**config.mk**
```make
export PLATFORM = sky130hd
export DESIGN_NAME = bounded_random_lfsr16_flat
export DESIGN_NICKNAME = d
export VERILOG_FILES = /design/src/brl16_pkg.sv /design/src/brl16_if.sv /design/src/brl16_datapath.sv /design/src/brl16_ctrl.sv /design/src/bounded_random_lfsr16.sv /design/src/flat_wrapper.sv
export SDC_FILE = /design/constraint.sdc
export NUM_CORES = 1
export LEC_CHECK = 0
export BUFFER_PORTS_ARGS = -buffer_cell sky130_fd_sc_hd__buf_4
export CELL_PAD_IN_SITES_DETAIL_PLACEMENT = 0
export CELL_PAD_IN_SITES_GLOBAL_PLACEMENT = 2
export CORE_UTILIZATION = 42
export CTS_CLUSTER_DIAMETER = 150
export DETAILED_ROUTE_END_ITERATION = 16
export GPL_TIMING_DRIVEN = 0
export PLACE_DENSITY_LB_ADDON = 0.1
export SYNTH_ARGS = -nofsm -noshare
export SYNTH_HDL_FRONTEND = slang
export SYNTH_SLANG_ARGS = --single-unit
```
**constraint.sdc**
```tcl
create_clock -name clock -period 6.6 [get_ports clock]
set_input_delay 1.32 -clock clock [delete_from_list [all_inputs] [get_ports clock]]
set_output_delay 1.32 -clock clock [all_outputs]
set_load 0.005 [all_outputs]
```
**src/brl16_pkg.sv**
```systemverilog
// Shared types, constants and the mask helper for the bounded random generator.
// Depends on nothing; every other file of the block imports it.

package brl16_pkg;

   localparam int unsigned DataWidth = 16;

   localparam logic [DataWidth-1:0] SeedValue = 16'hACE1;
   localparam logic [DataWidth-1:0] TapMask   = 16'hB400;
   localparam logic [DataWidth-1:0] FullMask  = 16'hFFFF;
   localparam logic [DataWidth-1:0] LastStep  = 16'hFFFE;

   typedef logic [DataWidth-1:0] data_type;

   typedef enum logic [2:0] {
      ST_IDLE = 3'b001,
      ST_STEP = 3'b010,
      ST_PUT  = 3'b100
   } brl16_state_type;

   typedef struct packed {
      logic load;
      logic step;
      logic emit;
   } brl16_cmd_type;

   typedef struct packed {
      logic special;
      logic hit;
      logic out_free;
   } brl16_sts_type;

   // Smallest all-ones value above spread, capped at 15 ones; a spread with
   // its top bit set takes the full 16-bit mask. The smeared spread is already
   // above spread unless spread is itself a run of ones, which needs one more.
   function automatic data_type cover_mask(input data_type spread);
      data_type smear;
      smear = spread;
      smear = smear | (smear >> 1);
      smear = smear | (smear >> 2);
      smear = smear | (smear >> 4);
      smear = smear | (smear >> 8);
      if (spread[DataWidth-1]) begin
         return FullMask;
      end
      if (smear != spread) begin
         return smear;
      end
      return {1'b0, smear[DataWidth-3:0], 1'b1};
   endfunction

endpackage

```
**src/brl16_if.sv**
```systemverilog
// Valid/ready channel interfaces for the request and response words.
// Depends on brl16_pkg for the data type.

interface brl16_req_if import brl16_pkg::*; ();
   logic     valid;
   logic     ready;
   data_type lower_bound;
   data_type upper_bound;

   modport source (output valid, output lower_bound, output upper_bound, input ready);
   modport sink   (input valid, input lower_bound, input upper_bound, output ready);
endinterface

interface brl16_rsp_if import brl16_pkg::*; ();
   logic     valid;
   logic     ready;
   data_type random_value;

   modport source (output valid, output random_value, input ready);
   modport sink   (input valid, input random_value, output ready);
endinterface

```
**src/brl16_datapath.sv**
```systemverilog
// Datapath: LFSR, bound registers, rejection compare and the output register.
// Depends on brl16_pkg; driven by brl16_ctrl through command and status structs.

module brl16_datapath import brl16_pkg::*; (
   input  logic          clock,
   input  logic          reset,
   input  brl16_cmd_type cmd,
   output brl16_sts_type sts,
   input  data_type      lower_bound,
   input  data_type      upper_bound,
   output logic          rsp_valid,
   input  logic          rsp_ready,
   output data_type      random_value
);

   data_type shift_ff,  shift_in;
   data_type lower_ff,  lower_in;
   data_type spread_ff, spread_in;
   data_type mask_ff,   mask_in;
   data_type pick_ff,   pick_in;
   data_type count_ff,  count_in;
   logic     empty_ff,  empty_in;
   data_type rsp_data_ff, rsp_data_in;
   logic     rsp_valid_ff, rsp_valid_in;

   data_type lfsr_next;
   data_type masked;
   data_type diff;

   always_comb begin
      lfsr_next = {1'b0, shift_ff[DataWidth-1:1]} ^ (shift_ff[0] ? TapMask : '0);
      masked    = lfsr_next & mask_ff;
      diff      = upper_bound - lower_bound;

      sts.special  = (lower_bound >= upper_bound);
      sts.hit      = (masked <= spread_ff) || (count_ff == LastStep);
      sts.out_free = !rsp_valid_ff || rsp_ready;

      shift_in     = shift_ff;
      lower_in     = lower_ff;
      spread_in    = spread_ff;
      mask_in      = mask_ff;
      pick_in      = pick_ff;
      count_in     = count_ff;
      empty_in     = empty_ff;
      rsp_data_in  = rsp_data_ff;
      rsp_valid_in = rsp_valid_ff && !rsp_ready;

      if (cmd.load) begin
         lower_in  = lower_bound;
         spread_in = diff;
         mask_in   = cover_mask(diff);
         pick_in   = '0;
         count_in  = '0;
         empty_in  = (lower_bound > upper_bound);
      end
      if (cmd.step) begin
         shift_in = lfsr_next;
         pick_in  = masked;
         count_in = count_ff + 1'b1;
      end
      if (cmd.emit) begin
         rsp_data_in  = empty_ff ? '0 : pick_ff + lower_ff;
         rsp_valid_in = 1'b1;
      end
   end

   always_ff @(posedge clock) begin
      if (reset) begin
         shift_ff     <= SeedValue;
         rsp_valid_ff <= 1'b0;
      end else begin
         shift_ff     <= shift_in;
         rsp_valid_ff <= rsp_valid_in;
      end
   end

   always_ff @(posedge clock) begin
      lower_ff    <= lower_in;
      spread_ff   <= spread_in;
      mask_ff     <= mask_in;
      pick_ff     <= pick_in;
      count_ff    <= count_in;
      empty_ff    <= empty_in;
      rsp_data_ff <= rsp_data_in;
   end

   assign rsp_valid    = rsp_valid_ff;
   assign random_value = rsp_data_ff;

endmodule

```
**src/brl16_ctrl.sv**
```systemverilog
// Controller state machine: request intake, rejection loop, handoff to output.
// Depends on brl16_pkg for the state, command and status types.

module brl16_ctrl import brl16_pkg::*; (
   input  logic          clock,
   input  logic          reset,
   input  logic          req_valid,
   output logic          req_ready,
   input  brl16_sts_type sts,
   output brl16_cmd_type cmd
);

   brl16_state_type state_ff, state_in;

   always_comb begin
      state_in  = state_ff;
      req_ready = 1'b0;
      cmd       = '0;
      case (state_ff)
         ST_IDLE: begin
            req_ready = 1'b1;
            if (req_valid) begin
               cmd.load = 1'b1;
               state_in = sts.special ? ST_PUT : ST_STEP;
            end
         end
         ST_STEP: begin
            cmd.step = 1'b1;
            if (sts.hit) begin
               state_in = ST_PUT;
            end
         end
         ST_PUT: begin
            if (sts.out_free) begin
               cmd.emit = 1'b1;
               state_in = ST_IDLE;
            end
         end
         default: begin
            state_in = ST_IDLE;
         end
      endcase
   end

   always_ff @(posedge clock) begin
      if (reset) begin
         state_ff <= ST_IDLE;
      end else begin
         state_ff <= state_in;
      end
   end

endmodule

```
**src/bounded_random_lfsr16.sv**
```systemverilog
// Top level of the bounded pseudo-random generator.
// Depends on brl16_pkg, brl16_if, brl16_ctrl and brl16_datapath.

// Each request word carries a lower and an upper bound and returns one response
// word holding a pseudo-random value in that range. The source is a 16-bit
// right-shifting Galois LFSR with taps 0xB400, seeded with 0xACE1 at reset. If
// lower exceeds upper the response is 0; if they are equal it is the lower
// bound; in both cases the LFSR does not move. Otherwise the LFSR steps once
// per cycle and its value, masked to the smallest all-ones pattern above the
// spread, is rejected until it falls within the spread, then lower is added.
// A request passes through intake in ST_IDLE, the LFSR steps of the rejection loop
// in ST_STEP and the load of the output register in ST_PUT, which waits while the
// output register still holds an untaken word. Empty or single-value ranges skip
// ST_STEP. The output register holds a finished word until it is taken, and the
// block accepts the next request meanwhile.

module bounded_random_lfsr16 import brl16_pkg::*; (
   input logic         clock,
   input logic         reset,
   brl16_req_if.sink   req,
   brl16_rsp_if.source rsp
);

   brl16_cmd_type cmd;
   brl16_sts_type sts;

   // Sequencing and the state register live in the controller; all other storage and arithmetic in the datapath.
   brl16_ctrl u_ctrl (
      .clock     (clock),
      .reset     (reset),
      .req_valid (req.valid),
      .req_ready (req.ready),
      .sts       (sts),
      .cmd       (cmd)
   );

   brl16_datapath u_datapath (
      .clock        (clock),
      .reset        (reset),
      .cmd          (cmd),
      .sts          (sts),
      .lower_bound  (req.lower_bound),
      .upper_bound  (req.upper_bound),
      .rsp_valid    (rsp.valid),
      .rsp_ready    (rsp.ready),
      .random_value (rsp.random_value)
   );

endmodule
```
**src/flat_wrapper.sv**
```systemverilog
// flat-port wrapper written by rule: the top's interface ports become plain ports
module bounded_random_lfsr16_flat import brl16_pkg::*;
  (clock, reset, req_valid, req_lower_bound, req_upper_bound, req_ready, rsp_valid, rsp_random_value, rsp_ready);
  brl16_req_if req_i ();
  brl16_rsp_if rsp_i ();
  input logic clock;
  input logic reset;
  input wire logic [$bits(req_i.valid)-1:0] req_valid;
  input wire logic [$bits(req_i.lower_bound)-1:0] req_lower_bound;
  input wire logic [$bits(req_i.upper_bound)-1:0] req_upper_bound;
  output wire logic [$bits(req_i.ready)-1:0] req_ready;
  output wire logic [$bits(rsp_i.valid)-1:0] rsp_valid;
  output wire logic [$bits(rsp_i.random_value)-1:0] rsp_random_value;
  input wire logic [$bits(rsp_i.ready)-1:0] rsp_ready;
  assign req_i.valid = req_valid;
  assign req_i.lower_bound = req_lower_bound;
  assign req_i.upper_bound = req_upper_bound;
  assign req_ready = req_i.ready;
  assign rsp_valid = rsp_i.valid;
  assign rsp_random_value = rsp_i.random_value;
  assign rsp_i.ready = rsp_ready;
  bounded_random_lfsr16 u_core (.clock(clock), .reset(reset), .req(req_i), .rsp(rsp_i));
endmodule
```
==> key figures, run 1 <==
Outcome
  • Status: finished, final reports clean

Clock tree
  • Clock Tree Root: clkbuf_16
  • Post-CTS Resized: 0
  • Clk pin slew, worst setup/hold paths: 0.06 ns
  • CTS tree: yes
  • Hold-fix buffers, CTS: 0
  • Clock Sinks: 117
  • Clock Path Buffers: 2
  • H-Tree Depth: 4
  • Clk Latency, worst-skew pair: 0.42 ns
  • Inserted Clock Buffers: 17
  • Post CTS Setup Buffer Count: 0

STA
  • Final worst setup slack: 1.64 ns
  • Fin. max-slew vios: 0
  • Fin crit period: 4.96 ns
  • Least-Margin Pin Slew: 1.34 ns
  • Clk_skew: 0.0102 ns
  • Tcrit/Tclk final: 75.1%
  • Relative slew slack: 10.6%
  • Final setup fails: 0
  • Fin Setup TNS: 0 ns
  • Fmax: 0.202 GHz
  • RSZ-0062 raised after global routing: false
  • Final hold vios: 0

Floorplanning
  • Initial Util: 43.7%
  • Chip Height: 129 um
  • Die footprint: 0.0166 mm2
  • Rows: 45
  • Core area: 0.0154 mm2
  • Die width: 129 um
  • IO Pins: 54

Synth
  • Syn Std Cell Area: 0.00675 mm2
  • Unique masters post-synth: 62
  • Synth Net Count: 757
  • Sequential share of the synthesized area: 49.1%
  • Ys Warns: 0
  • Post-synth EDFFs: 97
  • Seq cells post-synth: 117
  • Top_reg_cell synth: edfxtp_1
  • Mapped Cells: 669
  • Syn avg cell area: 10.1 um2
  • Async SR Flop Fraction: 0%

Route
  • DR DRC count: 0
  • Vias per Instance: 5.06
  • Iter 0 DRT Violations: 302
  • DR pass1 iterations: 5
  • Drt wl/cell: 16.0 um
  • DRT Wirelength: 15.5 mm
  • Routed Antenna Nets: 0
  • Via count: 4887

Final layout
  • Synth-to-layout area growth: 18.3%
  • Layout cells sized above 1: 13.7%
  • Fill cells: 1458
  • Non-Filler Instances: 965
  • Nets: 829
  • Antenna Cells: 0
  • Fin util: 51.7%

Global routing
  • Largest net degree at the start of global routing: 33
  • Global-route wire length before repair: 25.0 mm
  • Initial antenna violation count: 0
  • Vias in the first global route: 4745
  • Global Route Usage Sum: 20.4%
  • GRT overflow: 0

Critical path
  • Max FO, Critical Path: 10
  • Nature of the critical path startpoint: primary input
  • Worst setup path category: primary input to flip-flop
  • WP data arrival: 5.21 ns
  • Worst Setup End Kind: flip-flop
  • Crit path required time: 6.85 ns

Placed design
  • Post-Place Cells: 933
  • Post-DP HPWL: 12.2 mm
  • GPL Wtd Cong: 0.840
  • # port buffers: 52
  • DP Worst Slack: 1.28 ns

Pwr
  • Cell Pwr Density: 271 mW/mm2
  • Maximum vdd drop: 192 uV
  • P_leak: 3.21 nW

Job
  • Max_cap viols: 0

Worst hold path
  • Hold Crit Class: flip-flop to flip-flop
-- placed cells by master (no fill, tap or decap), drive strengths merged, types with 5 or more instances in the layout --
cell     n
o41ai    5
inv     68
o21ai   29
o211ai   9
nor4     5
and2    31
a21o     8
nand3   16
nand4   10
ha      50
and3     7
a21oi   39
nor3    14
o21a     5
or3      5
edfxtp  97
nand2   65
clkinv   8
xor2    20
nand2b   7
clkbuf  34
dfxtp   20
nor2    56
nand3b  11
xnor2   15
nor2b   13
buf     57
-- critical path, stage by stage --
cell       delay [ns]
buf_4            0.09
inv_1            0.07
ha_1             0.27
clkbuf_1         0.28
a21oi_1          0.14
a2111oi_0        0.45
o41ai_1          0.19
mux2i_1          0.15
nor2_1           0.44
nand4_1          0.39
o31ai_1          0.45
a22oi_1          0.18
a2111o_1         0.40
buf_6            0.18
o211ai_1         0.18
-- registers in the layout, indices dropped and copies added (netlist names) --
name / cells
u_core.u_ctrl.state_ff: 3
u_core.u_datapath.count_ff: 16
u_core.u_datapath.empty_ff: 1
u_core.u_datapath.lower_ff: 16
u_core.u_datapath.mask_ff: 16
u_core.u_datapath.pick_ff: 16
u_core.u_datapath.random_value: 16
u_core.u_datapath.rsp_valid: 1
u_core.u_datapath.shift_ff: 16
u_core.u_datapath.spread_ff: 16
-- where the power goes --
group          switching (W)  internal (W)  total, W
logic               0.000242      0.000152  0.000394
clock network       0.000349      0.000517  0.000866
registers          0.0000252      0.000874  0.000899
-- Yosys cell counts, types with 10 or more instances --
cell / count / area share (%)
nor2_1: 56 / 3.1
nor2b_1: 13 / 1.2
edfxtp_1: 97 / 43
nand3b_1: 11 / 1.2
nor3_1: 14 / 1.0
clkbuf_1: 17 / 0.95
xor2_1: 20 / 2.6
inv_1: 66 / 3.7
and2_1: 31 / 2.9
dfxtp_1: 20 / 5.9
xnor2_1: 15 / 1.9
o21ai_0: 26 / 1.9
nand4_1: 10 / 0.93
nand2_1: 65 / 3.6
nand3_1: 16 / 1.2
ha_1: 50 / 9.3
a21oi_1: 36 / 2.7
-- final cells by class --
class                   count  area, um2  area share [%]
repair buffers             53        410            5.14
flip-flops and latches    117       3310            41.5
multi-input cells         465       3090            38.7
well taps                 211        264            3.31
clock buffers              17        425            5.33
clock inverters            15        134            1.68
inverters                  66        248            3.10
plain buffers              21       96.3            1.21
-- per-stage QoR --
| step | hold slack (ns) | cell area [um2] | total power (W) |
|---|---|---|---|
| CTS | 0.478 | 7980 | 0.00217 |
| global placement | 0.459 | 7400 | 0.00130 |
| floorplan | 0.440 | 6750 | 0.00119 |
| global route | 0.501 | 7980 | 0.00227 |
| detailed placement | 0.471 | 7420 | 0.00131 |
| finish | 0.473 | 7980 | 0.00216 |
-- logic make-up (layout without fill, tap and decap cells) --
| family | Yosys count | in the layout | synth area share [%] |
|---|---|---|---|
| compound gates | 123 | 123 | 11.9 |
| xor+xnor | 35 | 35 | 4.54 |
| fa+ha+maj | 52 | 52 | 9.87 |
| buf+inv | 87 | 172 | 5.10 |
| flops | 117 | 117 | 49.1 |
| mux | 5 | 5 | 0.760 |
| other cells | 1 | 1 | 0.0556 |
| simple gates | 249 | 249 | 18.7 |
-- routing by layer --
layer  share of wire [%]  global-route usage (%)  vias to the layer above  routed length (um)
met3                 2.6                    4.95                       18                 408
met1                  49                    27.3                     2279                7530
met4                 1.5                    6.02                        0                 232
met5                   0                       0                        -                   0
li1                    -                       -                     2522                   -
met2                  47                    32.8                       68                7300
-- path summary, 6_finish.rpt --
| check | startpoint | end | slack [ns] | cells past startpoint |
|---|---|---|---|---|
| max | req_lower_bound[6] | u_core.u_datapath.mask_ff[2]$_SDFFCE_PP1P_ | 1.64 | 15 |
| max reg2reg | u_core.u_datapath.shift_ff[0]$_SDFFE_PP1P_ | u_core.u_ctrl.state_ff[2]$_SDFFE_PP0P_ | 3.50 | 12 |
| min reg2reg | u_core.u_datapath.shift_ff[4]$_SDFFE_PP0P_ | u_core.u_datapath.shift_ff[3]$_SDFFE_PP0P_ | 0.47 | 2 |
| min | u_core.u_datapath.shift_ff[4]$_SDFFE_PP0P_ | u_core.u_datapath.shift_ff[3]$_SDFFE_PP0P_ | 0.47 | 2 |
Note: power is estimated with default switching activity, not from simulation.
==> run 2, diff against run 1 <==
--- a/config.mk
+++ b/config.mk
@@ -8,7 +8,7 @@
 export BUFFER_PORTS_ARGS = -buffer_cell sky130_fd_sc_hd__buf_4
 export CELL_PAD_IN_SITES_DETAIL_PLACEMENT = 0
 export CELL_PAD_IN_SITES_GLOBAL_PLACEMENT = 2
-export CORE_UTILIZATION = 42
+export CORE_UTILIZATION = 35
 export CTS_CLUSTER_DIAMETER = 150
 export DETAILED_ROUTE_END_ITERATION = 16
 export GPL_TIMING_DRIVEN = 0
==> constraint.sdc (replaced) <==
create_clock -name clock -period 4.3 [get_ports clock]
set_input_delay 0.86 -clock clock [delete_from_list [all_inputs] [get_ports clock]]
set_output_delay 0.86 -clock clock [all_outputs]
set_load 0.005 [all_outputs]
==> key figures, run 2 (synthesis gave the netlist of run 1 again) <==
Route
  • DR DRC count: 0 (unchanged)
  • Routed Antenna Nets: 0 (unchanged)
  • Drt wl/cell: 16.5 um (+2.7%)
  • Iter 0 DRT Violations: 318 (+5.3%)
  • DR pass1 iterations: 4 (-1)
  • Via count: 4872 (-0.31%)
  • DRT Wirelength: 16.4 mm (+5.9%)
  • Vias per Instance: 4.90 (-3.3%)

Clock tree
  • Clk pin slew, worst setup/hold paths: 0.05 ns (about the same)
  • Clock Sinks: 117 (unchanged)
  • H-Tree Depth: 4 (unchanged)
  • Hold-fix buffers, CTS: 0 (unchanged)
  • Clock Path Buffers: 2 (unchanged)
  • Inserted Clock Buffers: 17 (unchanged)
  • Clock Tree Root: clkbuf_16
  • Clk Latency, worst-skew pair: 0.42 ns (about the same)
  • CTS tree: yes

Pwr
  • Sequential power share: 39.9% (-1.7 points)
  • Maximum vdd drop: 266 uV (+39%)
  • Cell Pwr Density: 423 mW/mm2 (+56%)
  • Clock share of power: 41.6% (+1.5 points)
  • P_int: 0.00255 W (+65%)
  • Logic pwr share: 18.5% (+0.3 points)
  • Net Sw Power: 0.000911 W (+48%)
  • Switching Share: 26.3% (-2.2 points)
  • Power, Total: 0.00346 W (+60%)
  • P_leak: 3.29 nW (+2.7%)

STA
  • Fmax: 0.238 GHz
  • Relative slew slack: 43.1% (+32 points)
  • Final setup fails: 0 (unchanged)
  • Final hold vios: 0 (unchanged)
  • Tcrit/Tclk final: 97.7%
  • Clk_skew: 0.0154 ns (+0.00524 ns)
  • Fin crit period: 4.20 ns
  • RSZ-0062 raised after global routing: false
  • Fin Setup TNS: 0 ns (unchanged)
  • Least-Margin Pin Slew: 0.853 ns (-0.483 ns)
  • Fin. max-slew vios: 0 (unchanged)
  • Final worst setup slack: 0.0974 ns (-1.55 ns)

Global routing
  • Initial antenna violation count: 0 (unchanged)
  • Global-route wire length before repair: 25.7 mm (+2.6%)
  • Vias in the first global route: 4662 (-1.7%)
  • GRT overflow: 0 (unchanged)
  • Global Route Usage Sum: 17.4% (-3.0 points)
  • Largest net degree at the start of global routing: 33 (unchanged)

Final layout
  • Nets: 837 (+0.97%)
  • Fin util: 43.6% (-8.1 points)
  • Non-Filler Instances: 995 (+3.1%)
  • Antenna Cells: 0 (unchanged)
  • Commonest non-fill, non-tap cell in the layout: edfxtp_1
  • Synth-to-layout area growth: 21.3%
  • Fill cells: 1850 (+27%)
  • Commonest non-fill, non-tap cells in the layout: 97 x edfxtp_1, 65 x inv_1, 65 x nand2_1
  • Layout cells sized above 1: 15.0% (+1.3 points)

Worst hold path
  • Hold Crit Class: flip-flop to flip-flop

Floorplanning
  • Chip Height: 141 um (+9.4%)
  • Core area: 0.0188 mm2 (+22%)
  • Die width: 141 um (+9.4%)
  • Initial Util: 35.9% (-7.8 points)
  • IO Pins: 54 (unchanged)
  • Rows: 50 (+11%)
  • Die footprint: 0.0198 mm2 (+20%)

Placed design
  • GPL Wtd Cong: 0.793 (-5.6%)
  • DP Worst Slack: -0.629 ns (-1.91 ns)
  • # port buffers: 52 (unchanged)
  • Post-DP HPWL: 13.0 mm (+6.5%)
  • Post-Place Cells: 956 (+2.5%)

Critical path
  • Worst Setup End Kind: flip-flop
  • R2r setup slk: 1.17 ns (-2.33 ns)
  • Max FO, Critical Path: 10 (unchanged)
  • Nature of the critical path startpoint: primary input
  • WP data arrival: 4.43 ns (-0.78 ns)
  • Crit path required time: 4.53 ns (-2.32 ns)
  • Worst setup path category: primary input to flip-flop

Outcome
  • Status: finished, final reports clean

Job
  • Max_cap viols: 0 (unchanged)
==> run 2: cell count changes in the layout (fill, tap and decap cells not counted), moves of 3 or more <==
cell,before,now
clkinvlp_4,4,1
bufinv_16,1,4
clkinv_4,5,1
buf_4,52,60
nor2_2,0,3
nor2_1,56,53
==> run 2: layout make-up <==
cell class / instances / area, um2 / share of cell area [%]
Multi-Input combinational cell: 465 / 3150 / 38.4
Tap cell: 234 / 293 / 3.58
Sequential cell: 117 / 3310 / 40.5
Clock buffer: 19 / 433 / 5.29
Inverter: 66 / 248 / 3.03
Timing Repair Buffer: 62 / 498 / 6.08
Buffer: 20 / 92.6 / 1.13
Clock inverter: 12 / 161 / 1.97
==> run 2: per-layer routing <==
| metal | up-vias | wire length, um | track usage (%) |
|---|---|---|---|
| li1 | 2533 | - | - |
| met1 | 2266 | 8100 | 23.1 |
| met4 | 0 | 186 | 5.66 |
| met3 | 16 | 403 | 3.29 |
| met5 | - | 0 | 0 |
| met2 | 57 | 7690 | 28.5 |
==> run 2: critical path, stage by stage <==
cell      delay (ns)
buf_4           0.11
inv_1           0.07
ha_1            0.14
inv_1           0.04
fa_1            0.42
a21oi_2         0.21
o22ai_2         0.16
o21ai_4         0.27
xnor2_4         0.13
a21o_1          0.24
or4_4           0.56
or2_2           0.33
a2111o_1        0.48
buf_6           0.17
o211ai_1        0.22
==> run 2: path summary, 6_finish.rpt <==
check	start	endpoint	depth (start not counted)
setup / recovery	req_upper_bound[0]	u_core.u_datapath.mask_ff[2]$_SDFFCE_PP1P_	15
setup reg to reg	u_core.u_datapath.shift_ff[0]$_SDFFE_PP1P_	u_core.u_ctrl.state_ff[2]$_SDFFE_PP0P_	12
hold reg to reg	u_core.u_datapath.shift_ff[14]$_SDFFE_PP0P_	u_core.u_datapath.shift_ff[14]$_SDFFE_PP0P_	2
hold / removal	u_core.u_datapath.shift_ff[14]$_SDFFE_PP0P_	u_core.u_datapath.shift_ff[14]$_SDFFE_PP0P_	2
==> run 2: power by group through the flow <==
stage | sequential, W | combinational [W] | clock [W]
3_5_place_dp | 0.00141 | 0.000610 | 0
3_3_place_gp | 0.00141 | 0.000599 | 0
4_1_cts | 0.00138 | 0.000623 | 0.00147
5_1_grt | 0.00139 | 0.000721 | 0.00152
6_report | 0.00138 | 0.000641 | 0.00144
2_1_floorplan | 0.00139 | 0.000431 | 0
==> run 2: metrics by stage <==
| step | instance area (um2) | hold slack (ns) |
|---|---|---|
| 2_1_floorplan | 6750 | 0.440 |
| 3_3_place_gp | 7430 | 0.457 |
| 3_5_place_dp | 7450 | 0.462 |
| 4_1_cts | 8080 | 0.470 |
| 5_1_grt | 8190 | 0.498 |
| 6_report | 8190 | 0.470 |
==> run 2: timing repair <==
| item | CTS | global route |
|---|---|---|
| gates resized for setup | 6 | 4 |
| pin swaps | 1 | 6 |
| setup endpoints to repair | 12 | 13 |
| endpoints found under the hold margin | 0 | 0 |
| setup buffers | 1 | 7 |
==> run 3, diff against run 2 <==
==> constraint.sdc (replaced) <==
create_clock -name clock -period 4.3 [get_ports clock]
set_input_delay 0.43 -clock clock [delete_from_list [all_inputs] [get_ports clock]]
set_output_delay 0.43 -clock clock [all_outputs]
set_load 0.005 [all_outputs]
==> key figures, run 3 (synthesis gave the netlist of run 1 again) <==
Clock tree
  • Clk Latency, worst-skew pair: 0.42 ns (about the same)
  • Clk pin slew, worst setup/hold paths: 0.05 ns (about the same)
  • Clock Tree Root: clkbuf_16
  • CTS tree: yes
  • Clock Sinks: 117 (unchanged)
  • Inserted Clock Buffers: 17 (unchanged)
  • Clock Path Buffers: 2 (unchanged)
  • H-Tree Depth: 4 (unchanged)
  • Hold-fix buffers, CTS: 0 (unchanged)

Worst hold path
  • Hold Crit Class: primary input to flip-flop

Floorplanning
  • Initial Util: 35.9% (unchanged)
  • Core area: 0.0188 mm2 (unchanged)
  • Die width: 141 um (unchanged)
  • Die footprint: 0.0198 mm2 (unchanged)
  • Rows: 50 (unchanged)
  • Chip Height: 141 um (unchanged)
  • IO Pins: 54 (unchanged)

Global routing
  • GRT overflow: 0 (unchanged)
  • Largest net degree at the start of global routing: 33 (unchanged)
  • Vias in the first global route: 4638 (-0.51%)
  • Global Route Usage Sum: 17.3% (-0.031 points)
  • Initial antenna violation count: 0 (unchanged)
  • Global-route wire length before repair: 25.6 mm (-0.30%)

STA
  • Least-Margin Pin Slew: 0.853 ns (-0.0000175 ns)
  • Clk_skew: 0.0196 ns (+0.00421 ns)
  • Final hold vios: 0 (unchanged)
  • Fin. max-slew vios: 0 (unchanged)
  • RSZ-0062 raised after global routing: false
  • Fin crit period: 4.09 ns (-0.108 ns)
  • Final setup fails: 0 (unchanged)
  • Tcrit/Tclk final: 95.2% (-2.5 points)
  • Hold WS: 0.210 ns (-0.260 ns)
  • Relative slew slack: 43.1% (about the same)
  • Fmax: 0.244 GHz (+2.6%)

Route
  • Via count: 4853 (-0.39%)
  • Vias per Instance: 4.91 (+0.32%)
  • DR DRC count: 0 (unchanged)
  • DR pass1 iterations: 4 (unchanged)
  • DRT Wirelength: 16.3 mm (-0.54%)
  • Routed Antenna Nets: 0 (unchanged)
  • Drt wl/cell: 16.5 um (+0.16%)
  • Iter 0 DRT Violations: 339 (+6.6%)

Placed design
  • Post-DP HPWL: 13.0 mm (unchanged)
  • # port buffers: 52 (unchanged)
  • GPL Wtd Cong: 0.793 (unchanged)
  • DP Area: 0.00745 mm2 (unchanged)

Critical path
  • Crit path required time: 4.53 ns (about the same)
  • Worst-path cell chain: buf_4 -> inv_1 -> ha_1 -> inv_1 -> fa_1 -> a21oi_1 -> o22ai_1 -> o21ai_2 -> xnor2_1 -> a21o_1 -> or4_4 -> nor4_4 -> a22oi_1 -> a2111o_1 -> buf_6 -> o211ai_1
  • Slowest CP cell: or4_4
  • Nature of the critical path startpoint: primary input
  • Cell mode on critical path: inv_1
  • CP peak stage delay: 0.56 ns (about the same)
  • WP data arrival: 4.33 ns (-0.10 ns)
  • Worst Setup End Kind: flip-flop
  • Max FO, Critical Path: 10 (unchanged)
  • Worst setup path category: primary input to flip-flop

Pwr
  • Cell Pwr Density: 425 mW/mm2 (+0.51%)
  • Maximum vdd drop: 264 uV (-0.62%)
  • P_leak: 3.24 nW (-1.5%)

Final layout
  • Synth-to-layout area growth: 19.7%
  • Fin area: 0.00808 mm2 (-1.3%)
  • Layout cells sized above 1: 13.3% (-1.7 points)
  • Register area: 0.00331 mm2 (unchanged)
  • Nets: 830 (-0.84%)
  • Commonest non-fill, non-tap cell in the layout: edfxtp_1
  • Fill cells: 1851 (+0.054%)
  • Antenna Cells: 0 (unchanged)
  • Area occupied by multi-input gates: 0.00309 mm2 (-1.7%)
  • Fin util: 43.0% (-0.58 points)
  • Commonest non-fill, non-tap cells in the layout: 97 x edfxtp_1, 65 x inv_1, 65 x nand2_1

Outcome
  • Status: finished, final reports clean

Job
  • Max_cap viols: 0 (unchanged)
## run 3: cell types whose count changed in the layout (fill, tap and decap cells not counted), sizes merged
cell    before  now
buf         66   58
clkbuf      35   36
## run 3: cell type report
| cell class | count | area share [%] |
|---|---|---|
| sequential | 117 | 41.0 |
| multi-input combinational | 465 | 38.3 |
| timing repair buffer | 54 | 5.42 |
| clock buffer | 19 | 5.36 |
| tap | 234 | 3.63 |
| inverter | 66 | 3.07 |
| clock inverter | 12 | 2.00 |
| buffer | 21 | 1.19 |
## run 3: per-stage QoR
stage | setup TNS [ns] | total power (W) | std cells | worst slack [ns]
floorplan | 0 | 0.00182 | 669 | 0.668
global placement | -0.943 | 0.00201 | 955 | -0.168
detailed placement | -1.07 | 0.00202 | 956 | -0.199
CTS | 0 | 0.00347 | 987 | 0.217
global route | 0 | 0.00360 | 988 | 0.0153
finish | 0 | 0.00343 | 988 | 0.205
## run 3: worst max-delay path: cells and delay by family
family	cells	cell delay, ns
fa+ha+maj	2	0.54
buf+inv	4	0.40
simple gates	2	0.87
xor+xnor	1	0.26
compound gates	7	1.82
## run 3: routing by layer
| layer | vias to the layer above | share of wire (%) | GRT usage (%) |
|---|---|---|---|
| met5 | - | 0 | 0 |
| met4 | 0 | 1.0 | 5.66 |
| met3 | 12 | 2.9 | 3.29 |
| met2 | 67 | 47 | 28.4 |
| met1 | 2245 | 49 | 23.1 |
| li1 | 2529 | - | - |
## run 3: worst paths after layout
path | from | end | slack (ns) | depth (start not counted)
worst max-delay path | req_upper_bound[0] | u_core.u_datapath.mask_ff[2]$_SDFFCE_PP1P_ | 0.21 | 16
worst min-delay path | req_lower_bound[11] | u_core.u_datapath.lower_ff[11]$_DFFE_PP_ | 0.21 | 1
worst max register to register | u_core.u_datapath.shift_ff[0]$_SDFFE_PP1P_ | u_core.u_ctrl.state_ff[2]$_SDFFE_PP0P_ | 1.19 | 12
worst min register to register | u_core.u_datapath.shift_ff[14]$_SDFFE_PP0P_ | u_core.u_datapath.shift_ff[14]$_SDFFE_PP0P_ | 0.47 | 2
## run 3: timing repair
item,in CTS,in global routing
setup endpoints to repair,0,1
setup buffers,0,0
gates resized for setup,0,1
## run 3: report_power, final
| part | switching, W | internal, W | total (W) |
|---|---|---|---|
| Combinational | 0.000375 | 0.000239 | 0.000614 |
| Clock | 0.000485 | 0.000955 | 0.00144 |
| Sequential | 0.0000384 | 0.00134 | 0.00138 |
